$ cat src/rtl/grw_pkg.sv
`timescale 1ns / 1ps
package grw_pkg;

	localparam int CFG_IDX_W = 3;
	localparam int CFG_DATA_W = 16;

	localparam logic [CFG_IDX_W-1:0] REG_ORIGIN_X = 3'd0;
	localparam logic [CFG_IDX_W-1:0] REG_ORIGIN_Y = 3'd1;
	localparam logic [CFG_IDX_W-1:0] REG_WIDTH = 3'd2;
	localparam logic [CFG_IDX_W-1:0] REG_HEIGHT = 3'd3;
	localparam logic [CFG_IDX_W-1:0] REG_SHIFT = 3'd4;

	localparam logic FUNC_START = 1'b0;
	localparam logic FUNC_ADVANCE = 1'b1;

	localparam logic [1:0] ST_OK = 2'd0;
	localparam logic [1:0] ST_OUTSIDE = 2'd1;
	localparam logic [1:0] ST_IDLE = 2'd2;

	localparam int BLK_W = 16;
	localparam int IDX_W = 20;
	localparam int DIM_REG_W = 11;
	localparam int SHIFT_W = 4;

	localparam int QUEUE_DEPTH = 4;
	localparam int QPTR_W = 2;
	localparam int QCNT_W = 3;

	typedef struct packed {
		logic signed [BLK_W-1:0] origin_x;
		logic signed [BLK_W-1:0] origin_y;
		logic [DIM_REG_W-1:0] width;
		logic [DIM_REG_W-1:0] height;
		logic [SHIFT_W-1:0] shift;
	} cfg_t;

endpackage

$ cat src/rtl/grw_if.sv
`timescale 1ns / 1ps
interface grw_cmd_if #(
	parameter int COORD_BITS = 24
);
	logic valid;
	logic ready;
	logic func;
	logic signed [COORD_BITS-1:0] from_x;
	logic signed [COORD_BITS-1:0] from_y;
	logic signed [COORD_BITS-1:0] to_x;
	logic signed [COORD_BITS-1:0] to_y;

	modport source (output valid, func, from_x, from_y, to_x, to_y, input ready);
	modport sink (input valid, func, from_x, from_y, to_x, to_y, output ready);
endinterface


$ cat src/rtl/grw_front.sv
`timescale 1ns / 1ps
module grw_front #(
	parameter int FRAC_BITS = 8,
	parameter int COORD_BITS = 24,
	parameter int ENT_W = 217
) (
	input logic clk,
	input logic arst_n,
	grw_cmd_if.sink cmd,
	input grw_pkg::cfg_t cfg,
	input logic [grw_pkg::QCNT_W-1:0] q_count,
	output logic push,
	output logic [ENT_W-1:0] push_data
);
	localparam int D_W = COORD_BITS + 1;
	localparam int FC_W = FRAC_BITS + 16;
	localparam int P_W = FC_W + D_W;
	localparam int ACC_W = P_W + 1;
	localparam int S_W = $clog2(FRAC_BITS + 16);
	localparam int B_W = grw_pkg::BLK_W;

	typedef struct packed {
		logic func;
		logic signed [B_W-1:0] bx;
		logic signed [B_W-1:0] by;
		logic signed [B_W-1:0] sx;
		logic signed [B_W-1:0] sy;
		logic [1:0] neg;
		logic adx_nz;
		logic ady_nz;
		logic [P_W-1:0] inc_x;
		logic [P_W-1:0] inc_y;
		logic signed [ACC_W-1:0] diff;
	} entry_t;

	function automatic logic [FC_W-1:0] first_cross(
		input logic signed [COORD_BITS-1:0] v,
		input logic [S_W-1:0] s,
		input logic neg
	);
		logic [FC_W-1:0] unit;
		logic [FC_W-1:0] fr;
		unit = FC_W'(1) << s;
		fr = FC_W'(v) & (unit - FC_W'(1));
		return neg ? fr : unit - fr;
	endfunction

	logic [S_W-1:0] span;
	logic signed [D_W-1:0] dx, dy;
	logic [grw_pkg::QCNT_W:0] occupancy;
	logic take;

	// stage 1
	logic v_s1, func_s1, nx_s1, ny_s1;
	logic [D_W-1:0] adx_s1, ady_s1;
	logic [FC_W-1:0] fcx_s1, fcy_s1;
	logic signed [B_W-1:0] bx_s1, by_s1, sx_s1, sy_s1;
	logic [S_W-1:0] span_s1;

	// stage 2
	logic v_s2, func_s2, nx_s2, ny_s2, adx_nz_s2, ady_nz_s2;
	logic [P_W-1:0] prod_x_s2, prod_y_s2, inc_x_s2, inc_y_s2;
	logic signed [B_W-1:0] bx_s2, by_s2, sx_s2, sy_s2;

	entry_t ent;

	assign occupancy = {1'b0, q_count} + (grw_pkg::QCNT_W+1)'(v_s1)
		+ (grw_pkg::QCNT_W+1)'(v_s2);
	assign cmd.ready = occupancy < (grw_pkg::QCNT_W+1)'(grw_pkg::QUEUE_DEPTH);
	assign take = cmd.valid && cmd.ready;

	assign span = S_W'(FRAC_BITS) + S_W'(cfg.shift);
	assign dx = D_W'(cmd.to_x) - D_W'(cmd.from_x);
	assign dy = D_W'(cmd.to_y) - D_W'(cmd.from_y);

	always_ff @(posedge clk or negedge arst_n) begin
		if (!arst_n) begin
			v_s1 <= 1'b0;
			v_s2 <= 1'b0;
		end else begin
			v_s1 <= take;
			v_s2 <= v_s1;
		end
	end

	always_ff @(posedge clk) begin
		func_s1 <= cmd.func;
		nx_s1 <= dx[D_W-1];
		ny_s1 <= dy[D_W-1];
		adx_s1 <= dx[D_W-1] ? D_W'(-dx) : D_W'(dx);
		ady_s1 <= dy[D_W-1] ? D_W'(-dy) : D_W'(dy);
		fcx_s1 <= first_cross(cmd.from_x, span, dx[D_W-1]);
		fcy_s1 <= first_cross(cmd.from_y, span, dy[D_W-1]);
		bx_s1 <= B_W'(cmd.from_x >>> span);
		by_s1 <= B_W'(cmd.from_y >>> span);
		sx_s1 <= B_W'(cmd.to_x >>> span);
		sy_s1 <= B_W'(cmd.to_y >>> span);
		span_s1 <= span;

		func_s2 <= func_s1;
		nx_s2 <= nx_s1;
		ny_s2 <= ny_s1;
		adx_nz_s2 <= adx_s1 != '0;
		ady_nz_s2 <= ady_s1 != '0;
		prod_x_s2 <= P_W'(fcx_s1) * P_W'(ady_s1);
		prod_y_s2 <= P_W'(fcy_s1) * P_W'(adx_s1);
		inc_x_s2 <= P_W'(ady_s1) << span_s1;
		inc_y_s2 <= P_W'(adx_s1) << span_s1;
		bx_s2 <= bx_s1;
		by_s2 <= by_s1;
		sx_s2 <= sx_s1;
		sy_s2 <= sy_s1;
	end

	always_comb begin
		ent.func = func_s2;
		ent.bx = bx_s2;
		ent.by = by_s2;
		ent.sx = sx_s2;
		ent.sy = sy_s2;
		ent.neg = {ny_s2, nx_s2};
		ent.adx_nz = adx_nz_s2;
		ent.ady_nz = ady_nz_s2;
		ent.inc_x = inc_x_s2;
		ent.inc_y = inc_y_s2;
		ent.diff = $signed({1'b0, prod_x_s2}) - $signed({1'b0, prod_y_s2});
	end

	assign push = v_s2;
	assign push_data = ent;

endmodule

$ cat src/flat_wrapper.sv
// flat-port wrapper written by rule: the top's interface ports become plain ports
module grw_front_flat 
#(
	parameter int FRAC_BITS = 8,
	parameter int COORD_BITS = 24,
	parameter int ENT_W = 217
)
  (clk, arst_n, cfg, q_count, push, push_data, cmd_valid, cmd_func, cmd_from_x, cmd_from_y, cmd_to_x, cmd_to_y, cmd_ready);
  grw_cmd_if #(.COORD_BITS(COORD_BITS)) cmd_i ();
  input logic clk;
  input logic arst_n;
  input grw_pkg::cfg_t cfg;
  input logic [grw_pkg::QCNT_W-1:0] q_count;
  output logic push;
  output logic [ENT_W-1:0] push_data;
  input wire logic [$bits(cmd_i.valid)-1:0] cmd_valid;
  input wire logic [$bits(cmd_i.func)-1:0] cmd_func;
  input wire logic [$bits(cmd_i.from_x)-1:0] cmd_from_x;
  input wire logic [$bits(cmd_i.from_y)-1:0] cmd_from_y;
  input wire logic [$bits(cmd_i.to_x)-1:0] cmd_to_x;
  input wire logic [$bits(cmd_i.to_y)-1:0] cmd_to_y;
  output wire logic [$bits(cmd_i.ready)-1:0] cmd_ready;
  assign cmd_i.valid = cmd_valid;
  assign cmd_i.func = cmd_func;
  assign cmd_i.from_x = cmd_from_x;
  assign cmd_i.from_y = cmd_from_y;
  assign cmd_i.to_x = cmd_to_x;
  assign cmd_i.to_y = cmd_to_y;
  assign cmd_ready = cmd_i.ready;
  grw_front #(.FRAC_BITS(FRAC_BITS), .COORD_BITS(COORD_BITS), .ENT_W(ENT_W)) u_core (.clk(clk), .arst_n(arst_n), .cmd(cmd_i), .cfg(cfg), .q_count(q_count), .push(push), .push_data(push_data));
endmodule
$ cat config.mk
export PLATFORM = sky130hd
export DESIGN_NAME = grw_front_flat
export DESIGN_NICKNAME = d
export VERILOG_FILES = /design/src/rtl/grw_pkg.sv /design/src/rtl/grw_if.sv /design/src/rtl/grw_front.sv /design/src/flat_wrapper.sv
export SDC_FILE = /design/constraint.sdc
export NUM_CORES = 2
export LEC_CHECK = 0
export BUFFER_PORTS_ARGS = -buffer_cell sky130_fd_sc_hd__buf_4
export CAP_MARGIN = 20
export CORE_UTILIZATION = 51
export DETAILED_ROUTE_END_ITERATION = 8
export PLACE_DENSITY = 0.71
export SETUP_SLACK_MARGIN = 0.15
export SYNTH_ARGS = -nofsm -noshare
export SYNTH_HDL_FRONTEND = slang
export SYNTH_SLANG_ARGS = --single-unit
$ cat constraint.sdc
create_clock -name clk -period 7 [get_ports clk]
set_input_delay 1.4 -clock clk [delete_from_list [all_inputs] [get_ports clk]]
set_output_delay 1.4 -clock clk [all_outputs]
set_load 0.01 [all_outputs]
======== After elaboration in Yosys (flattened, before gate mapping) ========
Index checks and enable logic that the tools add are counted.
word-level totals
  bits in registers ....................... 437
  bits of input ports ..................... 161
  output and inout bits ................... 219
  logic and storage cells ................. 59
cells by class
  add/sub/neg operators ................... 11
  multiply operators ...................... 2
  order comparisons ....................... 1
  shift-type cells ........................ 7
  multiplexer cells ....................... 4
  bitwise logic cells ..................... 2
  reductions and logical operators ........ 3
operator list
  operator                                             number
  multiplier 24 x 25 -> 49 bit                         2
  << shifter 25 x 5 -> 49 bit                          2
  two-way mux 24 bit                                   4
  >>> shifter 24 x 5 -> 16 bit                         4
  negator 25 bit                                       2
  nonzero test 25 bit                                  2
  subtractor 24 x 24 -> 25 bit                         2
  subtractor 49 x 49 -> 50 bit                         1
  AND 24 bit                                           2
  subtractor 24 bit                                    2
  << shifter 1 x 5 -> 24 bit (first input constant)    1
  subtractor 24 x 1 -> 24 bit (second input constant)  1
  adder 4 x 4 -> 5 bit (first input constant)          1
  adder 3 x 1 -> 4 bit                                 1
  adder 4 x 1 -> 4 bit                                 1
  < comparator 4 x 3 -> 1 bit (second input constant)  1
  logical AND 1 bit                                    1

======== Logic depth before layout (Yosys ltp) ========
  depth in word-level cells ............... 6
  gate-level depth with buffers ........... 29

======== Least setup slack after synthesis ========
No wires, ideal clock.
  path kind ............................... register -> register
  from .................................... reg u_core.ady_s1[13]
  to ...................................... reg u_core.prod_x_s2[48]
  arrival time ............................ 7.134 ns
  required time ........................... 6.909 ns
  slack ................................... -0.225 ns
  cell stages (with the launch flop) ...... 28
  buffers on the path ..................... 2
  clock period less this slack ............ 7.225 ns
  cell sequence ........................... dfxtp_1 > clkbuf_1 > clkbuf_1 > nand2_1 > fa_1 > inv_1 > fa_1 > inv_1 > fa_1 > inv_1 > fa_1 > inv_1 > fa_1 > inv_1 > fa_1 > inv_1 > fa_1 > inv_1 > ha_1 > and2_1 > and3_1 > nand2_1 > o31ai_2 > o21ai_1 > o41a_1 > o41ai_2 > a21oi_1 > a311oi_1
between the ends
  cells in the longest elaborated chain, start to end .. 1
ends and longest elaborated chain
  what                          line              source
  start, declared               grw_front.sv:55   logic [D_W-1:0] adx_s1, ady_s1;
  start signal, assigned        grw_front.sv:91   ady_s1 <= dy[D_W-1] ? D_W'(-dy) : D_W'(dy);
  multiplier 24 x 25 -> 49 bit  grw_front.sv:105  prod_x_s2 <= P_W'(fcx_s1) * P_W'(ady_s1);
  end signal, assigned          grw_front.sv:105
  end, declared                 grw_front.sv:62   logic [P_W-1:0] prod_x_s2, prod_y_s2, inc_x_s2, inc_y_s2;
Every way passes these cells.
A chain may end at the register's enable or synchronous reset.

======== Worst setup path in the final report ========
  from .................................... reg u_core.adx_s1[10]
  to ...................................... reg u_core.prod_y_s2[47]
between the ends
  cells in the longest elaborated chain, start to end .. 1
ends and longest elaborated chain
  what                          line              source
  start, declared               grw_front.sv:55
  start signal, assigned        grw_front.sv:90   adx_s1 <= dx[D_W-1] ? D_W'(-dx) : D_W'(dx);
  multiplier 24 x 25 -> 49 bit  grw_front.sv:106  prod_y_s2 <= P_W'(fcy_s1) * P_W'(adx_s1);
  end signal, assigned          grw_front.sv:106
  end, declared                 grw_front.sv:62
Every way passes these cells.

==> run summary <==
Buffers & Inverters on Critical Path -> 8
Post-synth cell types -> 95
Synth area leader -> fa_1
Cell area after layout -> 72,410 µm²
Setup Skew -> 61.41 ps
Fin crit period -> 6823 ps
Worst Setup Start Kind -> flip-flop
Vias in the first global route -> 54,330
Relative slew slack -> 0.2606
1st-iter DRT viols -> 4,048
Maximum capacitance violations -> 0
Max stage delay on crit path -> 540 ps
ANT nets after route -> 0
Sink Count -> 437
Final period utilization -> 0.9748
GP Congestion -> 0.9613
DRT Wirelength -> 199,500 µm
Post-route insts no fill -> 9,277
Die height -> 352.6 µm
Setup repair after global routing missed its margin -> true
Critical Path Sink Type -> flip-flop
Async S/R FF share, synth -> 0.004577
Final Hold Viols -> 0
Row count -> 128
DR pass1 iterations -> 6
Clk_lat worst skew -> 680 ps
WP data required -> 7530 ps
Arrival @ worst endpoint -> 7350 ps
Post-Synthesis Cells -> 7,196
Total grt overflow -> 0
Post-DP HPWL -> 164,100 µm
Die ar. -> 124,300 µm²
Hold Crit Class -> flip-flop to flip-flop
Initial antenna violation count -> 14
CTS tree -> done
Met1 GRT Util -> 0.4205
Share of cells above drive strength 1 -> 0.1552
GR Util met2 -> 0.4900
Layout Utilization -> 0.5941
Via Count -> 51,900
Core area -> 121,900 µm²
Clk root buf -> clkbuf_16
Worst slew pin tran -> 1105 ps
Ranking of synthesized cells by area -> fa_1 32%, dfxtp_1 14%, ha_1 9.2%
Endpoints failing setup -> 0
Largest net degree at the start of global routing -> 66
Met3 usage -> 0.08295
Status -> completed
Drt via density -> 5.594
Wire length of the first global-routing pass -> 310,500 µm
Sequential share of the synthesized area -> 0.1397
Mean area per synthesized cell -> 8.711 µm²
Netlist Area Pre-Place -> 62,680 µm²
FMAX -> 0.1466 GHz
Yosys Warn Count -> 0
Busiest layer in global routing -> met2
# nets final -> 9,245
Starting Density -> 0.5143
Synth top area share -> 0.3229
# DRC -> 0
Seq cells post-synth -> 437
Crit path max fanout -> 10
Io pins -> 380
Die Width -> 352.6 µm
Most frequent CP cell -> fa_1
Worst path top cell family by delay -> adder cells
Deepest clock path buffer count -> 3
Inst Count DP -> 9,140
Clock transition at path regs -> 70 ps
WHS -> 323.0 ps
CP Class -> flip-flop to flip-flop
Routed len/inst -> 21.51 µm
Fin. max-slew vios -> 0
CTS Buf Count -> 49
Post-synth EDFFs -> 0
Gr usage total -> 0.3212
Synth-to-Final Area Change -> 15.52%
Buffers added on ports -> 325
Post-placement cell area -> 69,080 µm²
Most used flip-flop cell after synthesis -> dfxtp_1
Worst path slowest cell -> fa_1
CTS H-tree lvls -> 2
-- state kept, by name, indices dropped and copies added (netlist names), 16 cells and up --
name and cells:
u_core.sy_s2 16, u_core.prod_y_s2 49, u_core.inc_x_s2 49, u_core.ady_s1 25, u_core.sx_s1 16, u_core.adx_s1 25
u_core.inc_y_s2 49, u_core.by_s1 16, u_core.sx_s2 16, u_core.fcx_s1 24, u_core.bx_s2 16, u_core.sy_s1 16
u_core.bx_s1 16, u_core.prod_x_s2 49, u_core.by_s2 16, u_core.fcy_s1 24
-- layer usage --
| layer | part of all wire | vias to the layer above | wire length, µm |
|---|---|---|---|
| li1 | - | 23310 | - |
| met1 | 0.40 | 25590 | 80370 |
| met2 | 0.44 | 2476 | 86800 |
| met3 | 0.10 | 499 | 20540 |
| met4 | 0.059 | 16 | 11700 |
| met5 | 0.00046 | - | 92 |
-- final timing paths --
kind | slack, ps | cells after the start | from | end
max in group asynchronous | 6390 | 1 | arst_n | u_core.v_s1$_DFF_PN0_
worst max-delay path | 180 | 26 | u_core.adx_s1[10]$_DFF_P_ | u_core.prod_y_s2[47]$_DFF_P_
worst min register to register | 320 | 0 | u_core.by_s1[1]$_DFF_P_ | u_core.by_s2[1]$_DFF_P_
worst min-delay path | 320 | 0 | u_core.by_s1[1]$_DFF_P_ | u_core.by_s2[1]$_DFF_P_
worst max register to register | 180 | 26 | u_core.adx_s1[10]$_DFF_P_ | u_core.prod_y_s2[47]$_DFF_P_
min in group asynchronous | 530 | 1 | arst_n | u_core.push$_DFF_PN0_
-- area by class of cell --
cell class | instances | area, µm²
antenna | 2 | 5.005
clock buffer | 55 | 1279
clock inverter | 35 | 426.7
fill | 10460 | 49470
inverter | 1321 | 4959
multi-input combinational | 5031 | 48170
sequential | 437 | 8912
tap | 1625 | 2033
timing repair buffer | 771 | 6623
-- placed cells by master, fill, tap and decap left out, types with 166 or more instances in the layout --
cell | synthesis | layout
ha_1 | 462 | 441
inv_1 | 1316 | 1298
o21ai_0 | 181 | 166
fa_1 | 1011 | 992
dfxtp_1 | 435 | 372
buf_4 | 5 | 679
nor2_1 | 296 | 295
and2_1 | 638 | 630
nand2_1 | 892 | 889
a21oi_1 | 287 | 269
-- Yosys cell counts, drive strengths merged (6+ instances only) --
cell / instances
a2111oi: 12
a211o: 10
a211oi: 50
a21boi: 9
a21o: 109
a21oi: 287
a221oi: 9
a22oi: 10
a31oi: 40
a41oi: 8
and2: 638
and3: 32
and4: 6
buf: 41
clkbuf: 369
dfxtp: 435
fa: 1011
ha: 462
inv: 1318
mux2: 32
mux2i: 94
mux4: 52
nand2: 892
nand2b: 33
nand3: 72
nand4: 30
nor2: 297
nor2b: 47
nor3: 46
nor3b: 6
nor4: 16
o2111ai: 9
o211ai: 19
o21a: 39
o21ai: 185
o21bai: 29
o22ai: 56
o31a: 6
o31ai: 20
o41ai: 7
or2: 14
or3: 18
or4: 8
xnor2: 164
xor2: 69
-- timing repair --
| action | in CTS | in global routing |
|---|---|---|
| hold buffers | 0 | 0 |
| cloned | 1 | 2 |
| endpoints found under the setup margin | 29 | 42 |
| pin swaps | 36 | 121 |
| gates resized for setup | 110 | 213 |
| buffers inserted | 6 | 36 |
-- cells by family after synthesis --
logic type,Yosys count,share of synthesized area
xor gates and xnor gates,233,0.03256
other,1,0.00005983
buffers and inverters,1731,0.1041
AOI/OAI and AO/OA,974,0.1006
and+or+nand+nor,2169,0.1684
adders and majority gates,1473,0.4151
muxes,178,0.03944
DFF,437,0.1397
-- metrics by stage --
step | TNS, ps | worst slack [ps]
4_1_cts | 0 | 113.1
2_1_floorplan | 0 | 153.5
5_1_grt | -57.03 | -20.80
3_3_place_gp | -548.1 | -133.1
6_report | 0 | 176.5
3_5_place_dp | -1373 | -241.6
Power is not shown: default switching activity piles up to over one toggle a cycle in this logic, so the estimate is an artifact.
