==> src/rtl/grw_pkg.sv <==
`timescale 1ns / 1ps
package grw_pkg;

	localparam int CFG_IDX_W = 3;
	localparam int CFG_DATA_W = 16;

	localparam logic [CFG_IDX_W-1:0] REG_ORIGIN_X = 3'd0;
	localparam logic [CFG_IDX_W-1:0] REG_ORIGIN_Y = 3'd1;
	localparam logic [CFG_IDX_W-1:0] REG_WIDTH = 3'd2;
	localparam logic [CFG_IDX_W-1:0] REG_HEIGHT = 3'd3;
	localparam logic [CFG_IDX_W-1:0] REG_SHIFT = 3'd4;

	localparam logic FUNC_START = 1'b0;
	localparam logic FUNC_ADVANCE = 1'b1;

	localparam logic [1:0] ST_OK = 2'd0;
	localparam logic [1:0] ST_OUTSIDE = 2'd1;
	localparam logic [1:0] ST_IDLE = 2'd2;

	localparam int BLK_W = 16;
	localparam int IDX_W = 20;
	localparam int DIM_REG_W = 11;
	localparam int SHIFT_W = 4;

	localparam int QUEUE_DEPTH = 4;
	localparam int QPTR_W = 2;
	localparam int QCNT_W = 3;

	typedef struct packed {
		logic signed [BLK_W-1:0] origin_x;
		logic signed [BLK_W-1:0] origin_y;
		logic [DIM_REG_W-1:0] width;
		logic [DIM_REG_W-1:0] height;
		logic [SHIFT_W-1:0] shift;
	} cfg_t;

endpackage

==> src/rtl/grw_queue.sv <==
`timescale 1ns / 1ps
module grw_queue #(
	parameter int W = 217
) (
	input logic clk,
	input logic arst_n,
	input logic push,
	input logic [W-1:0] push_data,
	input logic pop,
	output logic q_valid,
	output logic [W-1:0] q_data,
	output logic [grw_pkg::QCNT_W-1:0] count
);
	logic [W-1:0] mem_q [grw_pkg::QUEUE_DEPTH];
	logic [grw_pkg::QPTR_W-1:0] wr_ptr_q, rd_ptr_q;
	logic [grw_pkg::QCNT_W-1:0] count_q;

	assign q_valid = count_q != '0;
	assign q_data = mem_q[rd_ptr_q];
	assign count = count_q;

	always_ff @(posedge clk) begin
		if (push) begin
			mem_q[wr_ptr_q] <= push_data;
		end
	end

	always_ff @(posedge clk or negedge arst_n) begin
		if (!arst_n) begin
			wr_ptr_q <= '0;
			rd_ptr_q <= '0;
			count_q <= '0;
		end else begin
			if (push) begin
				wr_ptr_q <= wr_ptr_q + grw_pkg::QPTR_W'(1);
			end
			if (pop) begin
				rd_ptr_q <= rd_ptr_q + grw_pkg::QPTR_W'(1);
			end
			if (push && !pop) begin
				count_q <= count_q + grw_pkg::QCNT_W'(1);
			end else if (pop && !push) begin
				count_q <= count_q - grw_pkg::QCNT_W'(1);
			end
		end
	end

endmodule

==> config.mk <==
export PLATFORM = sky130hd
export DESIGN_NAME = grw_queue
export DESIGN_NICKNAME = d
export VERILOG_FILES = /design/src/rtl/grw_pkg.sv /design/src/rtl/grw_queue.sv
export SDC_FILE = /design/constraint.sdc
export NUM_CORES = 1
export LEC_CHECK = 0
export ABC_CLOCK_PERIOD_IN_PS = 7300
export BUFFER_PORTS_ARGS = -buffer_cell sky130_fd_sc_hd__buf_2
export CAP_MARGIN = 20
export CORE_MARGIN = 8
export CORE_UTILIZATION = 35
export CTS_CLUSTER_SIZE = 12
export DETAILED_ROUTE_END_ITERATION = 7
export GPL_TIMING_DRIVEN = 0
export HOLD_SLACK_MARGIN = 0.06
export SLEW_MARGIN = 10
export SYNTH_ARGS = -nofsm -noshare
export SYNTH_HDL_FRONTEND = slang
export SYNTH_SLANG_ARGS = --single-unit
==> constraint.sdc <==
create_clock -name clk -period 7.3 [get_ports clk]
set_input_delay 0.73 -clock clk [delete_from_list [all_inputs] [get_ports clk]]
set_output_delay 0.73 -clock clk [all_outputs]
set_load 0.01 [all_outputs]
==> After elaboration in Yosys (flattened, before gate mapping) <==
Memory sizes are Yosys's and may differ from the RTL's.
Index checks and enable logic that the tools add are counted.
{ "word_totals": {"regBits": 7, "latchBits": 0, "ramBits": 868, "rom_bits": 0, "inputBits": 221, "output_inout_bits": 221, "elab_cells": 18, "memories": 1} }
{ "mem_list": {"columns": ["name", "words", "width", "read_ports", "rd_ports_with_merged_regs", "write_ports", "line", "rtl"], "rows": [
  ["mem_q", 4, 217, 1, 0, 1, "grw_queue.sv:14", "logic [W-1:0] mem_q [grw_pkg::QUEUE_DEPTH];"]
]} }
{ "op_classes": {"add_sub_neg": 4, "multipliers": 0, "n_div": 0, "magnitude_cmp": 0, "eq_ne": 0, "n_shift": 0, "n_mux": 4, "bitwise_logic": 0, "reduce_logical": 6} }
{ "ops": {"columns": ["op", "count"], "rows": [
  ["$mux W3", 2],
  ["$add A2 B1 Y2 const B", 2],
  ["$add A3 B1 Y3 const B", 1],
  ["$reduce_bool A3 Y1", 1],
  ["$sub A3 B1 Y3 const B", 1],
  ["$logic_and A1 B1 Y1", 2],
  ["$logic_not A1 Y1", 2],
  ["$mux W1", 2],
  ["$reduce_bool A2 Y1", 1]
]} }

==> Logic depth before layout (Yosys ltp) <==
Gate-level depths: netlist of run 1.
{ "depth": {"word_depth": 4, "ltp_mapped": 7, "ltp_nobuf": 7} }

==> Worst setup path after synthesis of run 1 <==
Ideal clock, no wire load.
{ "synth_path": {"path_type": "input to register", "from": "in push", "to": "mem mem_q[0][0], enable pin", "setup_ns": 0.604, "arrival_time_ns": 5.647, "required_ns": 6.696, "path_slack_ns": 1.050, "path_stages": 1, "path_buffers": 0, "cell_sequence": "and2_1"} }
{ "synth_via": {"elab_chain_cells": 2} }
{ "synth_rtl": {"columns": ["item", "line", "rtl"], "rows": [
  ["start, declared", "grw_queue.sv:7", "input logic push,"],
  ["$mux W1", "grw_queue.sv:23", "if (push) begin"],
  ["$mux W1 (implied by the code)", "grw_queue.sv:24", "mem_q[wr_ptr_q] <= push_data;"],
  ["end, declared", "grw_queue.sv:14", null]
]} }
No other way between the ends.

==> Worst setup path in the final report of run 1 <==
{ "layout_path": {"from": "reg rd_ptr_q[1] in the netlist's numbering", "to": "out q_data[130]"} }
{ "layout_via": {"elab_chain_cells": 1} }
{ "layout_rtl": {"columns": ["item", "line", "rtl"], "rows": [
  ["start, declared", "grw_queue.sv:15", "logic [grw_pkg::QPTR_W-1:0] wr_ptr_q, rd_ptr_q;"],
  ["start signal, assigned", "grw_queue.sv:38", "rd_ptr_q <= rd_ptr_q + grw_pkg::QPTR_W'(1);"],
  ["$mem_v2 Z4 W217", null, null],
  ["end, declared", "grw_queue.sv:11", "output logic [W-1:0] q_data,"]
]} }
No other way between the ends.

==> flow_metrics.py, run 1 <==
metrics = {
    "run_status": {
        "status": "complete, no violations",
    },
    "logic_synthesis": {
        "netlist_instances": 1167,
        "netlist.area_leader.share_pct": 81.6,
        "ys_seq_area_share_pct": 82.2,
        "syn-num-nets": 1394,
        "async_flop_share_pct": 0.800,
        "syn_area_sq_um": 31900,
        "synth_area_per_cell_sq_um": 27.4,
        "ys_top_cells_by_area": "edfxtp_1 (82%), mux4_2 (15%), buf_12 (1.4%)",
        "synth_top_area_cell": "edfxtp_1",
        "synth_cell_type_count": 19,
        "synth_edf_count": 868,
        "synth-warning-count": 0,
        "ys_seq_elements": 875,
        "ys.flop_type": "edfxtp_1",
    },
    "sta": {
        "worst_pin_slew_ns": 0.698,
        "max_freq_mhz": 284,
        "rsz0062_at_grt": "no",
        "hold_violations": 0,
        "slew-limit-headroom_pct": 53.4,
        "finalSetupViolations": 0,
        "slew_violations": 0,
        "holdWs_ns": 0.294,
        "fin_ws_ns": 3.78,
        "skew_ns": 0.0270,
        "min_period_over_period_pct": 48.2,
        "period_minus_slack_ns": 3.52,
    },
    "setup_path": {
        "cp_cell_sequence": "buf_2 > buf_2 > buf_2 > mux4_2 > buf_2",
        "r2r_cells": 6,
        "slowest_stage": "buf_2",
        "startpoint_type": "flop",
        "path_max_fanout": 10,
        "critical_path_depth": 5,
        "cpMostUsedCell": "buf_2",
        "criticalPathCategory": "flop to output port",
        "cp_top_family": "buffers and inverters",
        "cp-end-kind": "output port",
        "crit_required_ns": 6.57,
        "path_buf_inv": 4,
        "slowest_delay_ns": 0.43,
        "crit_arrival_ns": 2.79,
    },
    "finish": {
        "layout.nets": 1951,
        "layout-drive-gt1-share_pct": 47.4,
        "n_fill_cell": 7720,
        "layout_common_cells": "edfxtp_1 (868), buf_2 (462), mux4_2 (217), clkbuf_16 (99), clkbuf_1 (29)",
        "fin_cells": 2985,
        "final_area_sq_um": 39100,
        "area_growth_syn_to_layout_pct": 22.3,
        "layout_commonest_cell": "edfxtp_1",
    },
    "hold_path": {
        "hold_path_depth": 1,
        "hold_class": "input port to flop",
    },
    "cts": {
        "cts.sinks": 875,
        "cts_buffers": 95,
        "clk_path_buf_depth": 3,
        "root_buffer": "clkbuf_16",
        "clkTransAtPathRegs_ns": 0.06,
        "worst_skew_pair.late_latency_ns": 0.65,
        "cts_resized": 0,
        "htreeDepth": 3,
        "cts_tree": "done",
    },
    "grt": {
        "grt_pass1_vias": 15600,
        "grt_remaining_overflow": 0,
        "antenna_found_initial": 20,
        "grt.total_usage_pct": 13.5,
        "grt_pass1_wl_mm": 103,
        "grt_max_degree": 50,
    },
    "floorplanning": {
        "ios": 442,
        "die_height_um": 318,
        "start_util_pct": 35.4,
        "row_count": 110,
        "die_area_sq_um": 101000,
        "core_sq_um": 90100,
        "die_w_um": 318,
    },
    "detailed_routing": {
        "wl_per_cell_um": 23.3,
        "ant_nets": 0,
        "drt-vias-per-instance": 4.78,
        "dr.pass1.iters": 4,
        "vias": 14300,
        "drc_errors": 0,
        "wl_met3_mm": 5.07,
        "top_layer": "met5",
        "wl_mm": 69.4,
        "drtIter0Drc": 959,
        "wl_met1_mm": 27.9,
        "dr_wl_met2_mm": 34.8,
    },
    "run": {
        "cap_violations": 0,
    },
    "power": {
        "ir_drop_mv": 0.267,
        "powerDensity_nw_per_um2": 414,
        "p_leak_uw": 0.0132,
    },
    "placed_design": {
        "dpl-instance-area_sq_um": 36100,
        "dp_slack_ns": 4.29,
        "placed_cells": 2802,
        "dpl.hpwl_mm": 45.4,
        "io_buffers": 441,
        "gp_congestion": 0.707,
    },
}
-- synth_stat cells (2+ instances only) --
master and n:
mux4_2 217, nand2_1 2, xnor2_1 2, buf_6 3, buf_1 2, buf_12 22
xor2_1 4, edfxtp_1 868, and2_1 4, dfrtp_1 7, ha_1 5, inv_1 4
buf_2 21
-- kinds of logic (layout without fill, tap and decap cells) --
| kind of cell | after synthesis | in the layout | share of synthesized area [%] |
|---|---|---|---|
| AOI/OAI and AO/OA | 1 | 1 | 0.0157 |
| buffers and inverters | 53 | 685 | 1.90 |
| other | 0 | 10 | 0 |
| muxes | 218 | 218 | 15.3 |
| adders and majority gates | 6 | 6 | 0.259 |
| xor gates and xnor gates | 6 | 6 | 0.165 |
| DFF | 875 | 875 | 82.2 |
| and+or+nand+nor | 8 | 8 | 0.133 |
-- state kept, by name, summed over array words and instances, names as in the netlist --
signal,flops
wr_ptr_q,2
rd_ptr_q,2
mem_q,868
count,3
-- worst paths after layout --
kind                                 from       endpoint  slack [ns]
max                           rd_ptr_q[1]    q_data[130]        3.78
min                        push_data[206]  mem_q[1][206]        0.29
max reg2reg                   wr_ptr_q[0]   mem_q[0][68]        4.64
min reg2reg                      count[2]       count[2]        0.50
max in group asynchronous          arst_n    rd_ptr_q[1]        6.65
min in group asynchronous          arst_n    wr_ptr_q[0]        0.47
-- layout make-up --
class	instances	area, sq um	share of cell area [%]
plain buffers	49	591	1.51
well taps	1176	1470	3.77
inverters	4	15.0	0.0384
clock inverters	44	330	0.846
repair buffers	460	2690	6.89
multi-input cells	239	5090	13.0
diodes	10	25.0	0.0641
flip-flops and latches	875	26200	67.2
clock buffers	128	2600	6.65
-- what timing repair did --
action | 4_1_cts | 5_1_grt
endpoints found under the hold margin | 7 | 0
buffers inserted | 0 | 0
hold buffers | 1 | 0
-- power by group --
group | switching (uW) | internal (uW) | total [uW]
Sequential | 175 | 6550 | 6730
Clock | 1860 | 2630 | 4490
Combinational | 2680 | 2260 | 4940
-- worst reg2reg max path, stage by stage (launching register included) --
cell and delay (ns):
dfrtp_1 0.42, inv_1 0.11, ha_1 0.15, and2_4 0.51, buf_16 0.35, buf_16 0.30, buf_16 0.40
-- per-stage QoR --
step	setup TNS, ns	util, %	power, uW
floorplan	0	-	10100
global placement	-3198.11	39.5	12200
detailed placement	0	40.0	12000
CTS	0	43.3	16500
global route	0	43.3	16900
finish	0	43.3	16200
-- per-layer routing --
| metal | vias to the layer above | track usage [%] |
|---|---|---|
| met3 | 123 | 4.97 |
| met1 | 7515 | 16.4 |
| met5 | - | 0 |
| li1 | 6245 | - |
| met4 | 16 | 3.84 |
| met2 | 380 | 22.6 |
(Power assumes the default switching activity.)
==> run 2: changes to the inputs <==
--- a/config.mk
+++ b/config.mk
@@ -5,7 +5,7 @@
 export SDC_FILE = /design/constraint.sdc
 export NUM_CORES = 1
 export LEC_CHECK = 0
-export ABC_CLOCK_PERIOD_IN_PS = 7300
+export ABC_CLOCK_PERIOD_IN_PS = 3610
 export BUFFER_PORTS_ARGS = -buffer_cell sky130_fd_sc_hd__buf_2
 export CAP_MARGIN = 20
 export CORE_MARGIN = 8
==> constraint.sdc (replaced) <==
create_clock -name clk -period 3.61 [get_ports clk]
set_input_delay 0.361 -clock clk [delete_from_list [all_inputs] [get_ports clk]]
set_output_delay 0.361 -clock clk [all_outputs]
set_load 0.01 [all_outputs]
==> run 2 against run 1 <==
Compared with the run above:
- count of clock-buffer cells in the layout down 2
- critical endpoint unchanged
- highest routed layer unchanged
- combinational power rose by 110%
- hold slack got worse by 0.20 ns
==> flow_metrics.py, run 2 (synthesized netlist as in run 1, its figures left out) <==
metrics = {
    "grt": {
        "grt_pass1_vias": 16700,
        "grt_max_degree": 49,
        "antenna_found_initial": 4,
        "grt_remaining_overflow": 0,
        "grt_pass1_wl_mm": 106,
        "grt.total_usage_pct": 13.7,
    },
    "setup_path": {
        "cp_cell_sequence": "buf_2 > buf_2 > buf_2 > mux4_2 > buf_2",
        "r2r-end": "mem_q[0][65]",
        "crit_required_ns": 3.25,
        "startpoint_type": "flop",
        "path_max_fanout": 10,
        "cpMostUsedCell": "buf_2",
        "cp-end-kind": "output port",
        "crit_arrival_ns": 2.74,
        "slowest_stage": "buf_2",
        "r2r_start": "wr_ptr_q[0]",
        "r2r_cells": 6,
        "slowest_delay_ns": 0.43,
        "criticalPathCategory": "flop to output port",
        "reg2reg_slack_ns": 1.16,
    },
    "placed_design": {
        "dpl.hpwl_mm": 45.9,
        "placed_cells": 2803,
        "gp_congestion": 0.707,
        "dp_slack_ns": 1.02,
        "io_buffers": 441,
        "dpl-instance-area_sq_um": 36100,
    },
    "floorplanning": {
        "core_sq_um": 90100,
        "start_util_pct": 35.4,
        "die_area_sq_um": 101000,
        "row_count": 110,
        "ios": 442,
        "die_w_um": 318,
        "die_height_um": 318,
    },
    "sta": {
        "slew_violations": 0,
        "skew_ns": 0.0136,
        "hold_violations": 0,
        "rsz0062_at_grt": "no",
        "finalSetupViolations": 0,
        "period_minus_slack_ns": 3.10,
        "max_freq_mhz": 323,
        "holdWs_ns": 0.0966,
        "slew-limit-headroom_pct": 49.6,
        "min_period_over_period_pct": 85.9,
        "fin_ws_ns": 0.510,
        "worst_pin_slew_ns": 0.756,
    },
    "detailed_routing": {
        "top_layer": "met5",
        "wl_mm": 70.6,
        "drt-vias-per-instance": 4.74,
        "vias": 15100,
        "wl_met1_mm": 28.4,
        "ant_nets": 0,
        "dr_wl_met2_mm": 35.5,
        "drtIter0Drc": 1034,
        "dr.pass1.iters": 5,
        "wl_met3_mm": 5.23,
        "wl_per_cell_um": 22.1,
        "drc_errors": 0,
    },
    "finish": {
        "layout-drive-gt1-share_pct": 42.4,
        "regMostFlops": "mem_q",
        "layout_common_cells": "edfxtp_1 (868), buf_2 (462), dlygate4sd3_1 (220), mux4_2 (217), clkbuf_16 (95)",
        "fin_util_pct": 45.7,
        "layout.nets": 2169,
        "area_growth_syn_to_layout_pct": 29.1,
        "layout_commonest_cell": "edfxtp_1",
        "largest_reg_flops": 868,
        "final_area_sq_um": 41200,
        "fin_cells": 3189,
    },
    "cts": {
        "cts_tree": "done",
        "clkTransAtPathRegs_ns": 0.06,
        "cts_setup_buffers": 0,
        "cts_resized": 0,
        "worst_skew_pair.late_latency_ns": 0.65,
        "cts.sinks": 875,
        "hold_buffers": 220,
        "root_buffer": "clkbuf_16",
        "clk_path_buf_depth": 3,
        "htreeDepth": 3,
        "cts_buffers": 93,
    },
    "power": {
        "ir_drop_mv": 0.563,
        "p_leak_uw": 0.0141,
        "powerDensity_nw_per_um2": 801,
    },
    "run_status": {
        "status": "complete, no violations",
    },
    "hold_path": {
        "hold_class": "input port to async pin",
    },
    "run": {
        "cap_violations": 0,
    },
}
## run 2: per-stage QoR
stage	TNS, ns	power [uW]
6_report	0	33000
3_5_place_dp	0	24200
4_1_cts	0	33700
5_1_grt	0	34600
3_3_place_gp	-227.21	24000
2_1_floorplan	0	20000
## run 2: worst max-delay path by stage
stage,startpoint,end,slack (ns),depth (start not counted)
floorplan,wr_ptr_q[0],mem_q[0][0],1.02,3
global placement,wr_ptr_q[0],mem_q[0][107],-0.33,3
detailed placement,rd_ptr_q[1],q_data[130],1.02,5
CTS,rd_ptr_q[1],q_data[130],0.27,5
global route,rd_ptr_q[1],q_data[130],0.29,5
finish,rd_ptr_q[1],q_data[130],0.51,5
## run 2: per-layer routing
metal	global-route usage [%]	vias up
met5	0	-
met4	3.92	2
met3	4.32	91
met2	23.2	430
met1	16.9	7922
li1	-	6678
## run 2: layout make-up
| class | count | area, sq um |
|---|---|---|
| antenna | 3 | 7.51 |
| buffer | 49 | 591 |
| clock buffer | 126 | 2520 |
| clock inverter | 37 | 397 |
| fill | 7567 | 48900 |
| inverter | 4 | 15.0 |
| multi-input combinational | 239 | 5090 |
| sequential | 875 | 26200 |
| tap | 1176 | 1470 |
| timing repair buffer | 680 | 4890 |
## run 2: report_power, final
group / leakage (uW) / internal [uW] / switching, uW
Sequential: 0.00805 / 13300 / 359
Combinational: 0.00466 / 4730 / 5520
Clock: 0.00143 / 5340 / 3820
Total: 0.0141 / 23300 / 9700
## run 2: critical path: cells and delay by family (launching register included)
| family | cells | cell delay [ns] |
|---|---|---|
| buffers and inverters | 4 | 1.34 |
| multiplexers | 1 | 0.39 |
| flip-flops | 1 | 0.33 |
==> run 3: changes to the inputs <==
--- a/config.mk
+++ b/config.mk
@@ -8,12 +8,14 @@
 export ABC_CLOCK_PERIOD_IN_PS = 3610
 export BUFFER_PORTS_ARGS = -buffer_cell sky130_fd_sc_hd__buf_2
 export CAP_MARGIN = 20
+export CORE_ASPECT_RATIO = 1.1
 export CORE_MARGIN = 8
 export CORE_UTILIZATION = 35
 export CTS_CLUSTER_SIZE = 12
 export DETAILED_ROUTE_END_ITERATION = 7
 export GPL_TIMING_DRIVEN = 0
 export HOLD_SLACK_MARGIN = 0.06
+export REMOVE_ABC_BUFFERS = 1
 export SLEW_MARGIN = 10
 export SYNTH_ARGS = -nofsm -noshare
 export SYNTH_HDL_FRONTEND = slang
==> run 3 against run 2 <==
Compared with the run above:
- power shrank 3.1%
- critical endpoint is now q_data[85]
- maximum frequency down 7.8%
- utilization fell by 0.76 points
- combinational power down 7%
- sequential share of layout area grew 0.69 points
- clock skew is 0.0060 ns higher
- count of clock-buffer cells in the layout is 5 lower
- largest cell class unchanged
- clock power decreased by 6.4%
- via count shrank 0.97%
- highest routed layer unchanged
==> flow_metrics.py, run 3 (synthesized netlist as in run 1, its figures left out) <==
metrics = {
    "run_status": {
        "status": "complete, no violations",
    },
    "setup_path": {
        "crit_start": "rd_ptr_q[0]",
        "endpoint": "q_data[85]",
        "reg2reg_slack_ns": 1.30,
        "crit_arrival_ns": 3.00,
        "path_max_fanout": 38,
        "cp-end-kind": "output port",
        "startpoint_type": "flop",
        "r2r-end": "mem_q[1][87]",
        "r2r_start": "wr_ptr_q[1]",
        "r2r_cells": 6,
        "criticalPathCategory": "flop to output port",
        "crit_required_ns": 3.25,
    },
    "power": {
        "ir_drop_mv": 0.647,
        "powerDensity_nw_per_um2": 784,
        "p_leak_uw": 0.0139,
        "total_power_uw": 32000,
    },
    "cts": {
        "cts_buffers": 92,
        "htreeDepth": 3,
        "clkTransAtPathRegs_ns": 0.06,
        "clk_path_buf_depth": 3,
        "cts.sinks": 875,
        "root_buffer": "clkbuf_16",
        "cts_resized": 0,
        "worst_skew_pair.late_latency_ns": 0.62,
        "cts_tree": "done",
    },
    "sta": {
        "min_period_over_period_pct": 93.1,
        "slew_violations": 0,
        "slew-limit-headroom_pct": 53.5,
        "max_freq_mhz": 297,
        "skew_ns": 0.0196,
        "finalSetupViolations": 0,
        "worst_pin_slew_ns": 0.698,
        "period_minus_slack_ns": 3.36,
        "rsz0062_at_grt": "no",
        "hold_violations": 0,
    },
    "grt": {
        "antenna_found_initial": 3,
        "grt_pass1_vias": 16700,
        "grt_pass1_wl_mm": 104,
        "grt_remaining_overflow": 0,
        "grt_max_degree": 51,
        "grt.total_usage_pct": 13.3,
    },
    "floorplanning": {
        "start_util_pct": 35.2,
        "row_count": 116,
        "die_height_um": 333,
        "die_area_sq_um": 101000,
        "die_w_um": 304,
        "core_sq_um": 90700,
        "ios": 442,
    },
    "detailed_routing": {
        "ant_nets": 0,
        "vias": 15000,
        "drt-vias-per-instance": 4.76,
        "dr.pass1.iters": 4,
        "wl_per_cell_um": 21.8,
        "wl_mm": 68.8,
        "drc_errors": 0,
        "drtIter0Drc": 871,
    },
    "finish": {
        "area_growth_syn_to_layout_pct": 27.8,
        "layout-drive-gt1-share_pct": 41.3,
        "fin_util_pct": 45.0,
        "layout_commonest_cell": "edfxtp_1",
        "regMostFlops": "mem_q",
        "largest_reg_flops": 868,
        "final_area_sq_um": 40800,
        "layout.nets": 2136,
        "layout_common_cells": "edfxtp_1 (868), buf_2 (441), dlygate4sd3_1 (221), mux4_2 (217), clkbuf_16 (95)",
        "n_fill_cell": 7533,
        "fin_cells": 3148,
    },
    "placed_design": {
        "placed_cells": 2774,
        "io_buffers": 441,
        "gp_congestion": 0.697,
        "dpl.hpwl_mm": 44.7,
        "dpl-instance-area_sq_um": 35900,
    },
    "run": {
        "cap_violations": 0,
    },
    "hold_path": {
        "hold_class": "input port to flop",
    },
}
run 3: cell types whose count changed in the layout (fill, tap and decap cells not counted), moves of 4 or more:
cell,previous run,this run
bufinv_16,6,0
buf_2,462,441
clkinv_2,13,3
buf_12,28,19
clkinv_1,10,14
run 3: timing repair:
item,4_1_cts,5_1_grt
setup buffers,0,0
endpoints found under the setup margin,0,0
hold buffers,221,0
endpoints found under the hold margin,879,0
run 3: area by class of cell:
class | instances | area, sq um | area share (%)
repair buffers | 697 | 5240 | 12.8
well taps | 1180 | 1480 | 3.62
multi-input cells | 239 | 5090 | 12.5
flip-flops and latches | 875 | 26200 | 64.3
inverters | 4 | 15.0 | 0.0368
clock inverters | 30 | 245 | 0.601
diodes | 2 | 5.00 | 0.0123
clock buffers | 121 | 2470 | 6.07
run 3: metal layers:
metal	track usage (%)	wire length (um)	vias to the layer above
li1	-	-	6569
met1	16.1	27300	7880
met2	23.4	35700	429
met3	3.99	4540	97
met4	3.18	1160	2
met5	0	13	-
run 3: how the worst min path moves through the flow:
stage | from | to | slack (ns) | depth (start not counted)
3_3_place_gp | arst_n | count[1] | 0.21 | 1
5_1_grt | push_data[14] | mem_q[0][14] | 0.43 | 2
6_report | push_data[24] | mem_q[2][24] | 0.48 | 2
3_5_place_dp | arst_n | count[0] | 0.22 | 1
4_1_cts | push_data[140] | mem_q[2][140] | 0.41 | 2
2_1_floorplan | arst_n | count[0] | 0.07 | 0
run 3: worst max-delay path, cell delays in order, from the launching register on:
cell and delay [ns]:
dfrtp_4 0.87, buf_16 0.35, buf_16 0.32, mux4_2 0.56, buf_2 0.16
run 3: through the flow:
| stage | TNS (ns) | worst slack (ns) | hold slack (ns) |
|---|---|---|---|
| after detailed placement | 0 | 0.820 | 0.219 |
| final | 0 | 0.248 | 0.478 |
| after global placement | -8353.53 | -10.43 | 0.207 |
| after CTS | 0 | 0.0937 | 0.412 |
| after global routing | 0 | 0.0343 | 0.432 |
| after floorplan | -3464.64 | -5.86 | 0.0654 |
run 3: report_power, final:
part	internal, uW	switching, uW	total [uW]
clock network	4830	3740	8570
registers	13300	563	13800
logic	4460	5140	9600
